==> config.mk <==
export PLATFORM = sky130hd
export DESIGN_NAME = led_flash_timer
export DESIGN_NICKNAME = d
export VERILOG_FILES = /design/src/sv/lft_pkg.sv /design/src/sv/lft_channel.sv /design/src/sv/led_flash_timer.sv
export SDC_FILE = /design/constraint.sdc
export NUM_CORES = 1
export LEC_CHECK = 0
export BUFFER_PORTS_ARGS = -buffer_cell sky130_fd_sc_hd__buf_2
export CAP_MARGIN = 20
export CORE_ASPECT_RATIO = 1.75
export CORE_MARGIN = 4
export CORE_UTILIZATION = 35
export DETAILED_ROUTE_END_ITERATION = 12
export PLACE_DENSITY = 0.49
export RECOVER_POWER = 25
export SETUP_SLACK_MARGIN = 0.3
export SYNTH_ARGS = -nofsm -noshare
export SYNTH_HDL_FRONTEND = slang
export SYNTH_HIERARCHICAL = 1
export SYNTH_SLANG_ARGS = --single-unit
==> constraint.sdc <==
create_clock -name i_clk -period 8.2 [get_ports i_clk]
set_input_delay 0.82 -clock i_clk [delete_from_list [all_inputs] [get_ports i_clk]]
set_output_delay 0.82 -clock i_clk [all_outputs]
set_load 0.03 [all_outputs]
==> src/sv/lft_pkg.sv <==
package lft_pkg;

    localparam int CHANNELS = 4;     // 1 to 16
    localparam int TICK_MS  = 100;   // 1 to 1000

    localparam int MS_W    = 16;
    localparam int CNT_W   = 10;
    localparam int OP_W    = 2;
    localparam int SEL_W   = 2;
    localparam int LED_W   = 4;      // levels reported for channels 0 to 3

    localparam int IN_TDATA_W  = 2 * MS_W;
    localparam int IN_TUSER_W  = OP_W + SEL_W;
    localparam int OUT_TDATA_W = ((LED_W + 7) / 8) * 8;

    localparam logic [CNT_W-1:0] CNT_MAX = {CNT_W{1'b1}};

    // Reciprocal for exact floor(ms / TICK_MS) over all MS_W-bit values:
    // m = ceil(2^(N+l) / d), l = ceil(log2 d), quotient = (x * m) >> (N+l).
    localparam int RECIP_SHIFT = MS_W + $clog2(TICK_MS);
    localparam longint unsigned RECIP_MUL_L =
        ((64'd1 << RECIP_SHIFT) + 64'(TICK_MS) - 64'd1) / 64'(TICK_MS);
    localparam int RECIP_W = MS_W + 1;
    localparam logic [RECIP_W-1:0] RECIP_MUL = RECIP_W'(RECIP_MUL_L);
    localparam int PROD_W = MS_W + RECIP_W;

    typedef enum logic [OP_W-1:0] {
        OP_TICK     = 2'd0,
        OP_ON       = 2'd1,
        OP_OFF      = 2'd2,
        OP_ACTIVATE = 2'd3
    } t_opcode;

    // Per-channel command; start and clear are qualified by channel select, tick goes to every channel
    typedef struct packed {
        logic             tick;
        logic             start;
        logic             clear;
        logic [CNT_W-1:0] interval;
        logic [CNT_W-1:0] duration;
    } t_chan_cmd;

    // Milliseconds to ticks, floor division, saturating at CNT_MAX
    function automatic logic [CNT_W-1:0] ms_to_ticks(input logic [MS_W-1:0] ms);
        logic [PROD_W-1:0] prod;
        logic [MS_W-1:0]   quo;
        prod = PROD_W'(ms) * PROD_W'(RECIP_MUL);
        quo  = MS_W'(prod >> RECIP_SHIFT);
        if (quo > MS_W'(CNT_MAX)) begin
            return CNT_MAX;
        end
        return quo[CNT_W-1:0];
    endfunction

endpackage

==> src/sv/lft_channel.sv <==
module lft_channel (
    input  logic                  i_clk,
    input  logic                  i_rst_n,
    input  lft_pkg::t_chan_cmd    i_cmd,
    output logic                  o_level_n   // level after this command
);

    logic [lft_pkg::CNT_W-1:0] r_ivl, n_ivl;
    logic [lft_pkg::CNT_W-1:0] r_dur, n_dur;
    logic [lft_pkg::CNT_W-1:0] r_elapsed, n_elapsed;
    logic [lft_pkg::CNT_W-1:0] r_phase, n_phase;
    logic                      r_active, n_active;
    logic                      r_level, n_level;
    logic [lft_pkg::CNT_W:0]   phase_inc;

    assign phase_inc = {1'b0, r_phase} + (lft_pkg::CNT_W+1)'(1);

    always_comb begin
        n_ivl     = r_ivl;
        n_dur     = r_dur;
        n_elapsed = r_elapsed;
        n_phase   = r_phase;
        n_active  = r_active;
        n_level   = r_level;
        if (i_cmd.clear) begin
            n_ivl     = '0;
            n_dur     = '0;
            n_elapsed = '0;
            n_phase   = '0;
            n_active  = 1'b0;
            n_level   = 1'b0;
        end else if (i_cmd.start) begin
            n_ivl     = i_cmd.interval;
            n_dur     = i_cmd.duration;
            n_elapsed = '0;
            n_phase   = '0;
            n_active  = 1'b1;
            n_level   = 1'b1;
        end else if (i_cmd.tick && r_active) begin
            if (r_elapsed != lft_pkg::CNT_MAX) begin
                n_elapsed = r_elapsed + lft_pkg::CNT_W'(1);
            end
            if (r_ivl != '0) begin
                if (phase_inc >= {1'b0, r_ivl}) begin
                    n_phase = '0;
                    n_level = ~r_level;
                end else begin
                    n_phase = phase_inc[lft_pkg::CNT_W-1:0];
                end
            end
            // timeout: phase and elapsed keep their values
            if (r_dur != '0 && n_elapsed >= r_dur) begin
                n_ivl    = '0;
                n_dur    = '0;
                n_active = 1'b0;
                n_level  = 1'b0;
            end
        end
    end

    always_ff @(posedge i_clk) begin
        if (!i_rst_n) begin
            r_ivl     <= '0;
            r_dur     <= '0;
            r_elapsed <= '0;
            r_phase   <= '0;
            r_active  <= 1'b0;
            r_level   <= 1'b0;
        end else begin
            r_ivl     <= n_ivl;
            r_dur     <= n_dur;
            r_elapsed <= n_elapsed;
            r_phase   <= n_phase;
            r_active  <= n_active;
            r_level   <= n_level;
        end
    end

    assign o_level_n = n_level;

endmodule

==> src/sv/led_flash_timer.sv <==
// Channel   Dir  Handshake                      Payload
// s_axis    in   s_axis_tvalid/s_axis_tready    tdata: interval_ms, duration_ms
//                                               tuser: opcode, led_select
// m_axis    out  m_axis_tvalid/m_axis_tready    tdata: led_levels, zero padded
//
// One command per cycle sustained while m_axis is not stalled; each command yields
// one result transaction, passing through the input register and then the result
// register. The ms-to-tick multiply sits before the input register.
// Synchronous active-low reset clears all channels and both valid flags.
// A stall on m_axis holds the result; the input register still takes a
// command while it is empty, then s_axis_tready drops until the result goes.
module led_flash_timer (
    input  logic                              i_clk,
    input  logic                              i_rst_n,
    input  logic                              s_axis_tvalid,
    output logic                              s_axis_tready,
    // [15:0] interval_ms, [31:16] duration_ms
    input  logic [lft_pkg::IN_TDATA_W-1:0]    s_axis_tdata,
    // [1:0] opcode, [3:2] led_select
    input  logic [lft_pkg::IN_TUSER_W-1:0]    s_axis_tuser,
    output logic                              m_axis_tvalid,
    input  logic                              m_axis_tready,
    // [3:0] led_levels, [7:4] zero
    output logic [lft_pkg::OUT_TDATA_W-1:0]   m_axis_tdata
);

    // Input register: command already converted to ticks
    logic                          r_in_valid;
    lft_pkg::t_opcode              r_op;
    logic [lft_pkg::SEL_W-1:0]     r_sel;
    logic [lft_pkg::CNT_W-1:0]     r_ivl;
    logic [lft_pkg::CNT_W-1:0]     r_dur;

    // Result register
    logic                          r_out_valid;
    logic [lft_pkg::LED_W-1:0]     r_levels, n_levels;

    logic                          advance;    // result register may load
    logic                          in_accept;
    logic                          process;    // command applied to channels
    logic [lft_pkg::CHANNELS-1:0]  level_n;

    assign advance       = !r_out_valid || m_axis_tready;
    assign s_axis_tready = !r_in_valid || advance;
    assign in_accept     = s_axis_tvalid && s_axis_tready;
    assign process       = r_in_valid && advance;

    always_ff @(posedge i_clk) begin
        if (!i_rst_n) begin
            r_in_valid <= 1'b0;
        end else if (s_axis_tready) begin
            r_in_valid <= s_axis_tvalid;
        end
    end

    // tick conversion done on the way in, so the channel path stays short
    always_ff @(posedge i_clk) begin
        if (in_accept) begin
            r_op  <= lft_pkg::t_opcode'(s_axis_tuser[lft_pkg::OP_W-1:0]);
            r_sel <= s_axis_tuser[lft_pkg::OP_W +: lft_pkg::SEL_W];
            r_ivl <= lft_pkg::ms_to_ticks(s_axis_tdata[lft_pkg::MS_W-1:0]);
            r_dur <= lft_pkg::ms_to_ticks(s_axis_tdata[lft_pkg::MS_W +: lft_pkg::MS_W]);
        end
    end

    // Channels; a select beyond CHANNELS hits none of them
    for (genvar c = 0; c < lft_pkg::CHANNELS; c++) begin : g_chan
        lft_pkg::t_chan_cmd cmd;
        logic               hit;

        assign hit = (32'(r_sel) == c);

        always_comb begin
            cmd          = '0;
            cmd.interval = r_ivl;
            cmd.duration = r_dur;
            if (process) begin
                case (r_op)
                    lft_pkg::OP_TICK: begin
                        cmd.tick = 1'b1;
                    end
                    lft_pkg::OP_ON: begin
                        cmd.start    = hit;
                        cmd.interval = '0;
                        cmd.duration = '0;
                    end
                    lft_pkg::OP_OFF: begin
                        cmd.clear = hit;
                    end
                    lft_pkg::OP_ACTIVATE: begin
                        cmd.start = hit;
                    end
                    default: begin
                    end
                endcase
            end
        end

        lft_channel u_chan (
            .i_clk     (i_clk),
            .i_rst_n   (i_rst_n),
            .i_cmd     (cmd),
            .o_level_n (level_n[c])
        );
    end

    // Report channels 0 to 3; missing channels read as dark
    for (genvar i = 0; i < lft_pkg::LED_W; i++) begin : g_lvl
        if (i < lft_pkg::CHANNELS) begin : g_have
            assign n_levels[i] = level_n[i];
        end else begin : g_none
            assign n_levels[i] = 1'b0;
        end
    end

    always_ff @(posedge i_clk) begin
        if (!i_rst_n) begin
            r_out_valid <= 1'b0;
        end else if (advance) begin
            r_out_valid <= r_in_valid;
        end
    end

    always_ff @(posedge i_clk) begin
        if (process) begin
            r_levels <= n_levels;
        end
    end

    assign m_axis_tvalid = r_out_valid;
    assign m_axis_tdata  = lft_pkg::OUT_TDATA_W'(r_levels);

endmodule

==> results.cfg <==
[pwr]
p_per_area_nw_per_um2 = 338
leakage_nw = 10.7
p_clk_share_pct = 11.1
ir_drop_v = 0.000219
power_switching_mw = 3.88
power_mw = 7.72
internal-power_mw = 3.84
power_frac_comb_pct = 74.3
sw_frac_of_total_pct = 50.3
seqPwrFrac_pct = 14.6

[floorplanning]
dieArea_um2 = 65300
fp-row-count = 119
start_util_pct = 35.5
die_h_um = 335
die_x_um = 195
core_um2 = 60300
pin_count = 50

[final_layout]
stdcell_count = 3095
nets = 2884
area_growth_pct = 6.80
diodes = 0
mostFrequentLayoutCell = inv_1
post-route-util_pct = 37.9
fillCellCount = 6138
layout_common_cells = inv_1, ha_1, fa_1, dfxtp_1, nand2_1
drive_above_1_share_pct = 7.06

[clocking]
clk_path_buf_depth = 2
insertion_delay_ns = 0.45
cts_tree = yes
cts.clk_slew.worst_paths_ns = 0.08
cts_made_buffers = 17
cts_num_sinks = 198
ctsHtreeMaxLevel = 4
cts_hold_buf = 0
cts-root-buf = clkbuf_16
cts_setup_buffers = 0
ctsResizeCount = 0

[route]
detail_route.wl_per_cell_um = 16.8
drt-pass1-iter-count = 5
drt_wl_total_mm = 51.9
num_vias = 15380
viasPerCell = 4.97
drcViolationCount = 0
ant_nets = 0
drt_iter0_drc = 480

[grt]
grt_pass1_wl_mm = 83.8
grt_max_degree = 25
grt_pass1_vias = 16387
grt_overflow = 0
grtUsageTotal_pct = 15.9
antenna_found_initial = 0

[run_status]
outcome = finished with violations
violations = capacitance limit

[timing]
worst_slew_pin_slew_ns = 1.50
rsz0062_at_grt = no
fin_worst_skew_ns = 0.0149
setup_slack_ns = 2.06
clock.fmax_mhz = 163
setup_tns_ns = 0
slew_headroom_pct = 0.256
hold_viol = 0
fin_crit_sh_pct = 74.9
setup_viol = 0
slew_viol_final = 0
min_period_ns = 6.14

[synthesis]
ys.flop_type = dfxtp_1
synth_area_leader_cell = ha_1
synth_area_um2 = 21400
synthesis.area_per_instance_um2 = 9.36
synth.ff_latch_count = 198
synth-edff-count = 28
synth_area_leaders = ha_1, fa_1, dfxtp_1
ys_async_sr_fraction_pct = 0
syn_inst = 2284
synth_warnings = 6
yosysUniqueCellTypes = 75
ys_seq_area_share_pct = 19.8
yosysTopAreaCellShare_pct = 20.7

[critical_path]
critical_path_arrival_ns = 6.31
startpoint_type = primary input
cp-end-kind = flip-flop
path_class = primary input to flip-flop
cp_max_fo = 6
cp.required_ns = 8.37

[placement]
dp.cells = 3061
io_buffers = 45
preCtsSetupSlack_ns = 1.56
post-dp-hpwl_mm = 44.4
gp_congestion = 0.885

[flow_run]
cap_violations = 1

[min_path]
min_path_type = flip-flop to flip-flop
-- layer usage --
metal  vias to the layer above  global-route usage [%]  wire length [µm]
met1                      7470                    16.9             19700
li1                       7681                       -                 -
met3                        62                    1.64               884
met5                         -                       0                 0
met2                       167                    32.2             29800
met4                         0                    5.50              1550
-- critical path, stage by stage --
cell and delay, ns:
buf_2 0.16, inv_1 0.09, fa_1 0.59, fa_1 0.57, inv_1 0.06, fa_1 0.51, fa_1 0.54, fa_1 0.55
inv_1 0.06, fa_1 0.52, inv_1 0.04, ha_1 0.32, nand4_1 0.12, or2_0 0.26, or4_4 0.45, o311ai_4 0.30
or2_2 0.20, o311ai_0 0.14
-- path summary, 6_finish.rpt --
check                                            endpoint  cells past startpoint  slack (ns)                           from
worst max-delay path                             r_ivl[6]                     18        2.06               s_axis_tdata[14]
worst min-delay path            g_chan[3].u_chan/r_dur[4]                      1        0.49      g_chan[3].u_chan/r_dur[4]
worst max register to register  g_chan[0].u_chan/r_ivl[4]                     12        4.56  g_chan[0].u_chan/r_elapsed[0]
worst min register to register  g_chan[3].u_chan/r_dur[4]                      1        0.49      g_chan[3].u_chan/r_dur[4]
-- registers in the layout (all words and copies together), names as in the netlist, 4 cells and up --
name and count:
g_chan.u_chan/r_ivl 40, r_ivl 10, g_chan.u_chan/r_dur 40, r_dur 10, g_chan.u_chan/r_level 4, r_levels 4, g_chan.u_chan/r_phase 40, g_chan.u_chan/r_active 4
g_chan.u_chan/r_elapsed 40
-- stage by stage --
stage / cell area (µm²) / hold WS [ns]
CTS: 22800 / 0.486
detailed placement: 22300 / 0.467
floorplan: 21400 / 0.449
finish: 22800 / 0.487
global route: 22800 / 0.491
global placement: 22300 / 0.464
-- cells in the mapped netlist (all sizes together) (20+ instances only) --
cell type  instances
inv              428
ha               354
fa               194
dfxtp            170
nand2            132
nor2             109
a21oi            105
a22o              80
xor2              62
xnor2             58
nand3             56
o21ai             48
buf               40
and2              39
nand2b            36
nand4             35
nor3              32
edfxtp            28
a21o              27
o21a              21
a31oi             20
clkbuf            20
-- layout make-up --
| class | instances | area, µm² | area share (%) |
|---|---|---|---|
| multi-input cells | 1601 | 15200 | 66.4 |
| clock buffers | 19 | 453 | 1.98 |
| inverters | 428 | 1610 | 7.03 |
| repair buffers | 50 | 251 | 1.10 |
| clock inverters | 13 | 135 | 0.592 |
| well taps | 786 | 983 | 4.31 |
| flip-flops and latches | 198 | 4240 | 18.6 |
-- power by group through the flow --
stage          clock [mW]  combinational, mW  sequential [mW]
3_3_place_gp            0               5.76             1.15
5_1_grt             0.923               6.59             1.13
6_report            0.854               5.73             1.13
4_1_cts             0.884               5.84             1.13
2_1_floorplan           0               4.29             1.15
3_5_place_dp            0               5.79             1.15
-- logic make-up (layout without fill, tap and decap cells) --
family | count (synthesis) | count (layout) | share of synthesized area (%)
adders and majority gates | 548 | 548 | 38.9
and+or+nand+nor | 529 | 529 | 13.3
buffers and inverters | 488 | 510 | 9.24
AOI/OAI and AO/OA | 382 | 382 | 12.7
DFF | 198 | 198 | 19.8
xor gates and xnor gates | 120 | 120 | 4.91
muxes | 18 | 18 | 1.05
other | 1 | 4 | 0.0175
Power figures use the tool's default switching activity.
